<file path="config.mk">
export PLATFORM = sky130hd
export DESIGN_NAME = ordered_list_deque_with_delete
export DESIGN_NICKNAME = d
export VERILOG_FILES = /design/src/sv/oldq_pkg.sv /design/src/sv/ordered_list_deque_with_delete.sv /design/src/sv/oldq_dp.sv /design/src/sv/oldq_ctrl.sv
export SDC_FILE = /design/constraint.sdc
export NUM_CORES = 1
export LEC_CHECK = 0
export ABC_AREA = 1
export BUFFER_PORTS_ARGS = -buffer_cell sky130_fd_sc_hd__buf_2
export CORE_MARGIN = 8
export CORE_UTILIZATION = 54
export CTS_BUF_LIST = sky130_fd_sc_hd__clkbuf_2 sky130_fd_sc_hd__clkbuf_4 sky130_fd_sc_hd__clkbuf_8
export DETAILED_ROUTE_END_ITERATION = 8
export PLACE_DENSITY = 0.68
export SYNTH_ARGS = -nofsm -noshare
export SYNTH_HDL_FRONTEND = slang
export SYNTH_SLANG_ARGS = --single-unit
</file>
<file path="constraint.sdc">
create_clock -name clk -period 10.7 [get_ports clk]
set_clock_uncertainty 0.05 [all_clocks]
set_input_delay 1.605 -clock clk [delete_from_list [all_inputs] [get_ports clk]]
set_output_delay 1.605 -clock clk [all_outputs]
set_load 0.05 [all_outputs]
</file>
<file path="src/sv/oldq_pkg.sv">
// ----------------------------------------------------------------------------
// oldq_pkg
// Shared types, codes and defaults of the ordered list deque with delete.
// ----------------------------------------------------------------------------
package oldq_pkg;

  localparam int CAPACITY_DEF = 16;

  localparam int OP_W      = 3;
  localparam int VAL_W     = 32;
  localparam int ST_W      = 2;
  localparam int CNT_OUT_W = 5;

  localparam logic [OP_W-1:0] OP_PUSH_FRONT = 3'd0;
  localparam logic [OP_W-1:0] OP_PUSH_BACK  = 3'd1;
  localparam logic [OP_W-1:0] OP_POP_FRONT  = 3'd2;
  localparam logic [OP_W-1:0] OP_POP_BACK   = 3'd3;
  localparam logic [OP_W-1:0] OP_DELETE     = 3'd4;

  localparam logic [ST_W-1:0] ST_OK        = 2'd0;
  localparam logic [ST_W-1:0] ST_EMPTY     = 2'd1;
  localparam logic [ST_W-1:0] ST_NOT_FOUND = 2'd2;
  localparam logic [ST_W-1:0] ST_FULL      = 2'd3;

  // commands from the controller to the datapath
  typedef struct packed {
    logic            latch_in;
    logic            push_front;
    logic            push_back;
    logic            pop_front;
    logic            dec_count;
    logic            clr_k;
    logic            inc_k;
    logic            rd_scan;
    logic            rd_shift;
    logic            wr_shift;
    logic            rd_first;
    logic            rd_last;
    logic            cap_first;
    logic            cap_last;
    logic            set_status;
    logic [ST_W-1:0] status_code;
    logic            load_out;
  } oldq_cmd_t;

  // status from the datapath to the controller
  typedef struct packed {
    logic [OP_W-1:0] op;
    logic            is_empty;
    logic            is_full;
    logic            match;
    logic            k_last;
    logic            shift_more;
  } oldq_stat_t;

endpackage

</file>
<file path="src/sv/ordered_list_deque_with_delete.sv">
// ----------------------------------------------------------------------------
// ordered_list_deque_with_delete
// Bounded ordered list of signed 32-bit values with push and pop at both ends
// and delete of the first matching value.
// ----------------------------------------------------------------------------
// One request is taken at a time and answered with one result: status, front
// and back values (zero when empty) and entry count. Entries sit in a
// single-port-read, single-port-write circular store. Push and pop requests
// pass through decode, the front and back reads and the result load. Delete
// walks the store from the front, comparing one entry at a time, and then
// moves each later entry up one place; the entries compared and moved never
// exceed the count. A new request is accepted in the cycle after a result is
// loaded into the output register, even while that result is still waiting
// to be taken.
module ordered_list_deque_with_delete
  import oldq_pkg::*;
#(
  parameter int CAPACITY = CAPACITY_DEF
) (
  input  logic        clk,
  input  logic        rst,
  input  logic        s_tvalid,
  output logic        s_tready,
  input  logic [31:0] s_tdata,   // item_value
  input  logic [2:0]  s_tuser,   // op
  output logic        m_tvalid,
  input  logic        m_tready,
  output logic [71:0] m_tdata,   // first_value, last_value, entry_count, zero pad
  output logic [1:0]  m_tuser    // status
);

  oldq_cmd_t              cmd;
  oldq_stat_t             stat;
  logic [ST_W-1:0]        out_status;
  logic [VAL_W-1:0]       out_first;
  logic [VAL_W-1:0]       out_last;
  logic [CNT_OUT_W-1:0]   out_count;

  oldq_ctrl u_ctrl (
    .clk       (clk),
    .rst       (rst),
    .in_valid  (s_tvalid),
    .in_ready  (s_tready),
    .out_valid (m_tvalid),
    .out_ready (m_tready),
    .stat      (stat),
    .cmd       (cmd)
  );

  oldq_dp #(
    .CAPACITY (CAPACITY)
  ) u_dp (
    .clk        (clk),
    .rst        (rst),
    .in_op      (s_tuser),
    .in_value   (s_tdata),
    .cmd        (cmd),
    .stat       (stat),
    .out_status (out_status),
    .out_first  (out_first),
    .out_last   (out_last),
    .out_count  (out_count)
  );

  assign m_tdata = {3'b000, out_count, out_last, out_first};
  assign m_tuser = out_status;

  // one request in flight at a time
  a_single_request: assert property (@(posedge clk) disable iff (rst)
    (s_tvalid && s_tready) |=> !s_tready)
    else $error("request accepted while another is in flight");

  // full is reported only with a full count
  a_full_count: assert property (@(posedge clk) disable iff (rst)
    (m_tvalid && m_tuser == ST_FULL) |-> (m_tdata[68:64] == CNT_OUT_W'(CAPACITY)))
    else $error("full status with wrong count");

  // empty is reported only with an empty list and zero end values
  a_empty_zero: assert property (@(posedge clk) disable iff (rst)
    (m_tvalid && m_tuser == ST_EMPTY) |-> (m_tdata[68:0] == '0))
    else $error("empty status with non-zero result");

  // results never issue while the search or compaction is running
  a_load_idle: assert property (@(posedge clk) disable iff (rst)
    (cmd.load_out) |-> !(cmd.rd_scan || cmd.rd_shift || cmd.wr_shift))
    else $error("result loaded during list walk");

endmodule

</file>
<file path="src/sv/oldq_dp.sv">
// ----------------------------------------------------------------------------
// oldq_dp
// Datapath: circular entry store, front index, entry count, search index and
// the registered result.
// ----------------------------------------------------------------------------
module oldq_dp
  import oldq_pkg::*;
#(
  parameter int CAPACITY = CAPACITY_DEF
) (
  input  logic                  clk,
  input  logic                  rst,
  input  logic [OP_W-1:0]       in_op,
  input  logic [VAL_W-1:0]      in_value,
  input  oldq_cmd_t             cmd,
  output oldq_stat_t            stat,
  output logic [ST_W-1:0]       out_status,
  output logic [VAL_W-1:0]      out_first,
  output logic [VAL_W-1:0]      out_last,
  output logic [CNT_OUT_W-1:0]  out_count
);

  localparam int AW = (CAPACITY > 1) ? $clog2(CAPACITY) : 1;
  localparam int CW = $clog2(CAPACITY + 1);
  localparam logic [AW:0]   CAP_S = (AW+1)'(CAPACITY);
  localparam logic [CW-1:0] CAP_C = CW'(CAPACITY);
  localparam logic [AW-1:0] TOP_SLOT = AW'(CAPACITY - 1);

  logic [VAL_W-1:0] mem [CAPACITY];

  logic [AW-1:0]    front;
  logic [CW-1:0]    count;
  logic [CW-1:0]    k;
  logic [OP_W-1:0]  op_reg;
  logic [VAL_W-1:0] val_reg;
  logic [ST_W-1:0]  status_reg;
  logic [VAL_W-1:0] rd_data;
  logic [VAL_W-1:0] first_reg;
  logic [VAL_W-1:0] last_reg;

  logic [CW-1:0]    k_inc;
  logic [CW-1:0]    last_ofs;
  logic [AW-1:0]    front_dec;
  logic             wr_en;
  logic [AW-1:0]    wr_addr;
  logic [VAL_W-1:0] wr_data;
  logic             rd_en;
  logic [AW-1:0]    rd_addr;

  // slot of the entry at a given offset from the base, wrapping round
  function automatic logic [AW-1:0] slot(input logic [AW-1:0] base,
                                         input logic [CW-1:0] ofs);
    logic [AW:0] sum;
    sum = {1'b0, base} + (AW+1)'(ofs);
    if (sum >= CAP_S) begin
      sum = sum - CAP_S;
    end
    return sum[AW-1:0];
  endfunction

  assign k_inc     = k + CW'(1);
  assign last_ofs  = (count == '0) ? '0 : count - CW'(1);
  assign front_dec = (front == '0) ? TOP_SLOT : front - AW'(1);

  always_comb begin
    wr_en   = 1'b0;
    wr_addr = slot(front, k);
    wr_data = rd_data;
    if (cmd.push_front) begin
      wr_en   = 1'b1;
      wr_addr = front_dec;
      wr_data = val_reg;
    end else if (cmd.push_back) begin
      wr_en   = 1'b1;
      wr_addr = slot(front, count);
      wr_data = val_reg;
    end else if (cmd.wr_shift) begin
      wr_en   = 1'b1;
    end
  end

  always_comb begin
    rd_en   = cmd.rd_scan | cmd.rd_shift | cmd.rd_first | cmd.rd_last;
    rd_addr = front;
    if (cmd.rd_scan) begin
      rd_addr = slot(front, k);
    end else if (cmd.rd_shift) begin
      rd_addr = slot(front, k_inc);
    end else if (cmd.rd_last) begin
      rd_addr = slot(front, last_ofs);
    end
  end

  always_ff @(posedge clk) begin
    if (wr_en) begin
      mem[wr_addr] <= wr_data;
    end
    if (rd_en) begin
      rd_data <= mem[rd_addr];
    end
  end

  always_ff @(posedge clk) begin
    if (rst) begin
      front      <= '0;
      count      <= '0;
      k          <= '0;
      status_reg <= ST_OK;
    end else begin
      if (cmd.push_front) begin
        front <= front_dec;
      end else if (cmd.pop_front) begin
        front <= slot(front, CW'(1));
      end
      if (cmd.push_front || cmd.push_back) begin
        count <= count + CW'(1);
      end else if (cmd.pop_front || cmd.dec_count) begin
        count <= count - CW'(1);
      end
      if (cmd.clr_k) begin
        k <= '0;
      end else if (cmd.inc_k) begin
        k <= k_inc;
      end
      if (cmd.latch_in) begin
        status_reg <= ST_OK;
      end else if (cmd.set_status) begin
        status_reg <= cmd.status_code;
      end
    end
  end

  always_ff @(posedge clk) begin
    if (cmd.latch_in) begin
      op_reg  <= in_op;
      val_reg <= in_value;
    end
    if (cmd.cap_first) begin
      first_reg <= rd_data;
    end
    if (cmd.cap_last) begin
      last_reg <= rd_data;
    end
    if (cmd.load_out) begin
      out_status <= status_reg;
      out_first  <= (count == '0) ? '0 : first_reg;
      out_last   <= (count == '0) ? '0 : last_reg;
      out_count  <= CNT_OUT_W'(count);
    end
  end

  assign stat.op         = op_reg;
  assign stat.is_empty   = (count == '0);
  assign stat.is_full    = (count >= CAP_C);
  assign stat.match      = (rd_data == val_reg);
  assign stat.k_last     = ({1'b0, k} + (CW+1)'(1)) == {1'b0, count};
  assign stat.shift_more = ({1'b0, k} + (CW+1)'(2)) < {1'b0, count};

endmodule

</file>
<file path="src/sv/oldq_ctrl.sv">
// ----------------------------------------------------------------------------
// oldq_ctrl
// Controller: sequences each request through decode, search, compaction,
// end-value reads and result hand-off.
// ----------------------------------------------------------------------------
module oldq_ctrl
  import oldq_pkg::*;
(
  input  logic       clk,
  input  logic       rst,
  input  logic       in_valid,
  output logic       in_ready,
  output logic       out_valid,
  input  logic       out_ready,
  input  oldq_stat_t stat,
  output oldq_cmd_t  cmd
);

  localparam logic [3:0] S_IDLE     = 4'd0;
  localparam logic [3:0] S_DECIDE   = 4'd1;
  localparam logic [3:0] S_SCAN_RD  = 4'd2;
  localparam logic [3:0] S_SCAN_CMP = 4'd3;
  localparam logic [3:0] S_SHIFT_RD = 4'd4;
  localparam logic [3:0] S_SHIFT_WR = 4'd5;
  localparam logic [3:0] S_RD_FIRST = 4'd6;
  localparam logic [3:0] S_RD_LAST  = 4'd7;
  localparam logic [3:0] S_CAP_LAST = 4'd8;
  localparam logic [3:0] S_DONE     = 4'd9;

  logic [3:0] state;
  logic [3:0] state_next;

  assign in_ready = (state == S_IDLE);

  always_comb begin
    cmd        = '0;
    state_next = state;
    case (state)
      S_IDLE: begin
        if (in_valid) begin
          cmd.latch_in = 1'b1;
          state_next   = S_DECIDE;
        end
      end
      S_DECIDE: begin
        state_next = S_RD_FIRST;
        case (stat.op)
          OP_PUSH_FRONT, OP_PUSH_BACK: begin
            if (stat.is_full) begin
              cmd.set_status  = 1'b1;
              cmd.status_code = ST_FULL;
            end else if (stat.op == OP_PUSH_FRONT) begin
              cmd.push_front = 1'b1;
            end else begin
              cmd.push_back = 1'b1;
            end
          end
          OP_POP_FRONT, OP_POP_BACK: begin
            if (stat.is_empty) begin
              cmd.set_status  = 1'b1;
              cmd.status_code = ST_EMPTY;
            end else if (stat.op == OP_POP_FRONT) begin
              cmd.pop_front = 1'b1;
            end else begin
              cmd.dec_count = 1'b1;
            end
          end
          OP_DELETE: begin
            if (stat.is_empty) begin
              cmd.set_status  = 1'b1;
              cmd.status_code = ST_EMPTY;
            end else begin
              cmd.clr_k  = 1'b1;
              state_next = S_SCAN_RD;
            end
          end
          default: begin
            state_next = S_RD_FIRST;
          end
        endcase
      end
      S_SCAN_RD: begin
        cmd.rd_scan = 1'b1;
        state_next  = S_SCAN_CMP;
      end
      S_SCAN_CMP: begin
        if (stat.match) begin
          if (stat.k_last) begin
            cmd.dec_count = 1'b1;
            state_next    = S_RD_FIRST;
          end else begin
            state_next = S_SHIFT_RD;
          end
        end else if (stat.k_last) begin
          cmd.set_status  = 1'b1;
          cmd.status_code = ST_NOT_FOUND;
          state_next      = S_RD_FIRST;
        end else begin
          cmd.inc_k  = 1'b1;
          state_next = S_SCAN_RD;
        end
      end
      S_SHIFT_RD: begin
        cmd.rd_shift = 1'b1;
        state_next   = S_SHIFT_WR;
      end
      S_SHIFT_WR: begin
        cmd.wr_shift = 1'b1;
        cmd.inc_k    = 1'b1;
        if (stat.shift_more) begin
          state_next = S_SHIFT_RD;
        end else begin
          cmd.dec_count = 1'b1;
          state_next    = S_RD_FIRST;
        end
      end
      S_RD_FIRST: begin
        cmd.rd_first = 1'b1;
        state_next   = S_RD_LAST;
      end
      S_RD_LAST: begin
        cmd.cap_first = 1'b1;
        cmd.rd_last   = 1'b1;
        state_next    = S_CAP_LAST;
      end
      S_CAP_LAST: begin
        cmd.cap_last = 1'b1;
        state_next   = S_DONE;
      end
      S_DONE: begin
        if (!out_valid || out_ready) begin
          cmd.load_out = 1'b1;
          state_next   = S_IDLE;
        end
      end
      default: begin
        state_next = S_IDLE;
      end
    endcase
  end

  always_ff @(posedge clk) begin
    if (rst) begin
      state     <= S_IDLE;
      out_valid <= 1'b0;
    end else begin
      state <= state_next;
      if (cmd.load_out) begin
        out_valid <= 1'b1;
      end else if (out_ready) begin
        out_valid <= 1'b0;
      end
    end
  end

endmodule

</file>
# After elaboration in Yosys (flattened, before gate mapping)
# Memories as Yosys holds them, arrays and structs flattened. A register that Yosys moved wholly into a read port is not among the register bits.
# Index checks and enable logic that the tools add are counted.
[word_totals] rom_bits=0 register_bits=191 n_memories=1 ramBits=512 inputBits=39 latch_bits=0
[mem_list] memory="u_dp.mem" depth=16 width=32 rd=1 rd_ports_with_merged_regs=1 write_ports=1 line_no="oldq_dp.sv:29" source="logic [VAL_W-1:0] mem [CAPACITY];"
[classes] div=0 n_mux=69 mul=0 n_shift=0 n_eq_ne=17 order_cmp=7 bitwise_logic=3 n_reduce_logical=17 addsub=16
[ops] operator="$mux W32" count=2
[ops] operator="$mux W4" count=15
[ops] operator="$pmux W4 S10" count=1
[ops] operator="$eq A32 B32 Y1" count=1
[ops] operator="$ge A5 B5 Y1 const B" count=6
[ops] operator="$mux W1" count=28
[ops] operator="$mux W3" count=9
[ops] operator="$sub A4 B1 Y4 const B" count=6
[ops] operator="$add A4 B5 Y5" count=4
[ops] operator="$eq A4 B3 Y1 const B" count=4
[ops] operator="$mux W5" count=3
[ops] operator="$mux W2" count=7
[ops] operator="$pmux W3 S2" count=2
[ops] operator="$add A5 B1 Y5 const B" count=2
[ops] operator="$eq A4 B2 Y1 const B" count=2
[ops] operator="$eq A4 B4 Y1 const B" count=2
[ops] operator="$logic_not A4 Y1" count=2
[ops] operator="$reduce_or A2 Y1" count=4
[ops] operator="$add A5 B1 Y6 const B" count=1
[ops] operator="$add A5 B2 Y6 const B" count=1
[ops] operator="$eq A3 B2 Y1 const B" count=2
[ops] operator="$eq A6 B5 Y1" count=1
[ops] operator="$lt A6 B5 Y1" count=1
[ops] operator="$reduce_bool A2 Y1" count=3
[ops] operator="other kinds (16)" count=20

# Logic depth before layout (Yosys ltp)
[depth] ltp_word=9 depth_mapped=21 depth_no_buf=18

# Modules after synthesis
# A second synthesis with hierarchy kept.
[unflattened] cells_unflattened=2954 area_unflattened_um2=32199.6
[modules_own_cells] mod="oldq_dp" instances=1 area_each_um2=31695.4 cells_each=2860
[modules_own_cells] mod="oldq_ctrl" instances=1 area_each_um2=478.0 cells_each=90
[modules_own_cells] mod="ordered_list_deque_with_delete" instances=1 area_each_um2=26.3 cells_each=4

# Worst setup path after synthesis
# OpenSTA, ideal clock, no wires.
[synth_path] path_kind="input port to flip-flop" from="in m_tready" to="reg u_dp.out_count[0], enable pin" cell_stages=2 setup_slack_ps=1613 t_arrival_ps=8363 required_time_ps=9975 cell_sequence="nor2_1 nor4_1"
[synth_rtl] item="start, declared" line_no="ordered_list_deque_with_delete.sv:27" source="input logic m_tready,"
[synth_rtl] item="end signal, assigned" line_no="oldq_dp.sv:148" source="out_count <= CNT_OUT_W'(count);"
[synth_rtl] item="end, declared" line_no="oldq_dp.sv:20" source="output logic [CNT_OUT_W-1:0] out_count"

# Final worst setup path
[layout_path] from="reg u_dp.count[1]" to="reg u_dp.rd_data[31] (read register of u_dp.mem), data pin"
[layout_between] elab_chain_len=8 elab_cells_between_ends=10
[layout_rtl] item="start, declared" line_no="oldq_dp.sv:32" source="logic [CW-1:0] count;"
[layout_rtl] item="start signal, assigned" line_no="oldq_dp.sv:116" source="count <= count + CW'(1);"
[layout_rtl] item="start signal, assigned" line_no="oldq_dp.sv:118" source="count <= count - CW'(1);"
[layout_rtl] item="$sub A5 B1 Y5 or $logic_not A5 Y1 (tied branches)" line_no="oldq_dp.sv:62" source="assign last_ofs = (count == '0) ? '0 : count - CW'(1);"
[layout_rtl] item="$mux W5 (*)" line_no="oldq_dp.sv:62"
[layout_rtl] item="$add A4 B5 Y5 (*)" line_no="oldq_dp.sv:54" source="sum = {1'b0, base} + (AW+1)'(ofs);"
[layout_rtl] item="$sub A4 B1 Y4 or $ge A5 B5 Y1 (tied branches)" line_no="oldq_dp.sv:56, oldq_dp.sv:55"
[layout_rtl] item="$mux W4 (*)" line_no="oldq_dp.sv:55" source="if (sum >= CAP_S) begin"
[layout_rtl] item="$mux W4 (*)" line_no="oldq_dp.sv:89" source="end else if (cmd.rd_last) begin"
[layout_rtl] item="$mux W4 (*)" line_no="oldq_dp.sv:87" source="end else if (cmd.rd_shift) begin"
[layout_rtl] item="$mux W4 (*)" line_no="oldq_dp.sv:85" source="if (cmd.rd_scan) begin"
[layout_rtl] item="end, declared" line_no="oldq_dp.sv:37" source="logic [VAL_W-1:0] rd_data;"
# Mark *: on every way between the ends. The rest lies on a longest branch, timed or not.
# A chain may end at the register's enable or synchronous reset.

==> run metrics <==
Core Rows=90; port bufs=111; Cells after DPL=4061; maxcap violations=0; clock sinks=735; combinational share of power=35.3%; R2R cell count=17; Required @ worst endpoint=11.09 ns; first-pass GRT wire length=118000 µm; Crit path top cell by count=nand3_1; die width=262 µm; Worst path top cell family by delay=simple AND/OR/NAND/NOR gates; DR vias=22100; H-Tree Depth=3; die area=68600 µm²; vias per inst=5.17; total power draw=9.88 mW; worst setup path class=reg2reg; CP peak stage delay=0.99 ns; largest net degree at the start of global routing=182; root buffer cell=clkbuf_8; post_cts resized=0; part of the power in registers=41.7%; placed wire-length estimate=44300 µm; Startpoint Class=flip-flop; Leak=16.2 nW; final worst-path cycle share=51.2%; CTS buffer count=113; Pre-antenna DRT Iters=6; status=finished, final reports clean; hold buffers post-CTS=0; Int Pwr=6.09 mW; drt initial violations=1846; Final TNS setup=0 ns; critical path's slowest cell=nand2_8; deepest clock path buffer count=3; crit path from=u_dp.count[1]; Layout area overhead=11.3%; sequential fraction of the synthesis area=66.9%; Final Setup Violations=0; GPL Wtd Cong=0.849; CP Cell Sequence=inv_1 > ha_1 > nand3_1 > inv_2 > buf_4 > nor2_1 > ha_1 > nand2_1 > nand3_1 > nand2_4 > nand2_8 > buf_4 > nand2_1 > nand3_1 > nand3_1 > nand3_1 > nand2_1; Post-Synthesis Cell Area=32700 µm²; vias in the first global route=21000; fin. max-slew vios=0; Hold Vio Cnt, Final=0; fmax=183 MHz; GR Overflow Total=0; FF-to-FF End=u_dp.rd_data[31]; crit-path max FO=181; max FFs per register=512; Period minus WS final=5.47 ns; Core ar.=60100 µm²; TritonCTS clock tree=done; Biggest register=u_dp.mem; Sw Pwr=3.79 mW; insertion delay to the later sink of the worst-skew pair=0.71 ns; Final Worst Setup Slack=5.23 ns; crit path capture=u_dp.rd_data[31]; Worst R2R Start=u_dp.count[1]; Slew HR=18.0%; layout cells sized above 1=11.2%; Syn Inst Count=3238; Worst-path clk slew=0.06 ns; Worst Path Buf+Inv=4; Power Dens Cells=272 nW/µm²; Initial Util=54.3%; Worst Hold Slack=0.409 ns; VDD IR max=0.318 mV; CP endpoint kind=flip-flop; setup repair bufs after CTS=0; Levels on crit path=17; Yosys warning total=0; pre-CTS setup slack=5.31 ns; Mapped Avg Cell Area=10.1 µm²; Total GRT Usage=22.5%; synth unique cells=37; RSZ-0062 raised after global routing=false; Die Y=262 µm; Sw Share=38.4%; critical path data arrival time=5.86 ns; initial antenna violation count=1; worst-margin pin slew=1.23 ns; Routed Antenna Nets=0; R2R setup slack=5.23 ns; routed len/inst=18.2 µm; Hold Path Class=reg2reg; Non-Filler Instances=4272; Clock Power Share=23.0%; synthesized flop and latch total=735; Routed WL=77700 µm; I/O pins=115; Final nets=3462; residual DRC count=0
==> layout by cell type, fill, tap and decap left out, drive strengths merged, types with 20 or more instances in the layout <==
| cell type | Yosys | routed |
|---|---|---|
| edfxtp | 714 | 714 |
| inv | 702 | 703 |
| buf | 103 | 173 |
| ha | 25 | 25 |
| dfxtp | 21 | 21 |
| clkinv | 0 | 55 |
| nor2 | 159 | 159 |
| a21oi | 20 | 20 |
| o21ai | 52 | 52 |
| clkbuf | 31 | 151 |
| nand3 | 485 | 485 |
| nand2 | 873 | 873 |
==> per-stage QoR <==
step	area, µm²	util [%]
global route	36400	60.5
floorplan	32700	-
finish	36400	60.5
detailed placement	34200	56.8
global placement	34200	56.8
CTS	36400	60.5
==> synthesized netlist by cell type, drive strengths merged <==
cell type  instances  share of area, %
o31ai              1             0.023
nor3               6              0.12
clkbuf            31              0.36
nor2             159               1.9
a211oi             1             0.023
or2                2             0.038
xnor2              8              0.21
nor4               2             0.038
o211ai             2             0.046
a21o               1             0.023
a221oi             1             0.027
nand3            485               7.4
inv              702               8.1
xor2              12              0.32
buf              103               1.8
ha                25              0.96
o21ai             52              0.80
nand2            873                10
a21oi             20              0.32
fa                 4              0.25
dfxtp             21               1.3
conb               1             0.011
nand4              6              0.11
edfxtp           714                66
a31oi              6              0.11
==> cell families after synthesis <==
group,share of synthesized area [%]
AND/OR/NAND/NOR,19.7
adder cells (fa/ha/maj),1.20
AO/OA/AOI/OAI,1.37
flip-flops,66.9
other,0.0115
XOR/XNOR,0.536
buffers and inverters,10.3
==> how the worst min path moves through the flow <==
stage | start | to | slack (ns) | cells after the start
after floorplan | u_dp.status_reg[0] | u_dp.out_status[0] | 0.36 | 0
after global placement | u_dp.status_reg[0] | u_dp.out_status[0] | 0.38 | 0
after detailed placement | u_dp.status_reg[1] | u_dp.out_status[1] | 0.39 | 0
after CTS | u_dp.status_reg[0] | u_dp.out_status[0] | 0.40 | 0
after global routing | u_dp.status_reg[0] | u_dp.out_status[0] | 0.42 | 0
final | u_dp.status_reg[0] | u_dp.out_status[0] | 0.41 | 0
==> per-layer routing <==
| layer | track usage [%] | up-vias | wire (µm) |
|---|---|---|---|
| li1 | - | 10700 | - |
| met1 | 30.6 | 10400 | 33000 |
| met2 | 36.6 | 902 | 35800 |
| met3 | 4.16 | 145 | 7010 |
| met4 | 7.47 | 0 | 1920 |
| met5 | 0 | - | 0 |
==> power by group through the flow <==
stage                     Combinational [mW]  Sequential [mW]  Clock, mW
after floorplan                         2.51             4.06          0
after global placement                  3.36             4.15          0
after detailed placement                3.46             4.16          0
after CTS                               3.47             4.11       2.32
after global routing                    3.91             4.13       2.44
final                                   3.49             4.12       2.28
==> worst reg2reg max path, stage by stage, from the launching register on <==
cell,delay (ns)
dfxtp_1,0.38
inv_1,0.24
ha_1,0.19
nand3_1,0.20
inv_2,0.09
buf_4,0.51
nor2_1,0.13
ha_1,0.34
nand2_1,0.06
nand3_1,0.16
nand2_4,0.36
nand2_8,1.02
buf_4,0.89
nand2_1,0.17
nand3_1,0.12
nand3_1,0.10
nand3_1,0.12
nand2_1,0.08
==> area by class of cell <==
| class | count | area (µm²) |
|---|---|---|
| clock buffer | 151 | 1870 |
| tap | 782 | 978 |
| fill | 4825 | 23800 |
| timing repair buffer | 173 | 1020 |
| multi-input combinational | 1669 | 7660 |
| clock inverter | 59 | 349 |
| sequential | 735 | 21900 |
| antenna | 1 | 2.50 |
| inverter | 702 | 2640 |
(Power assumes the default switching activity.)
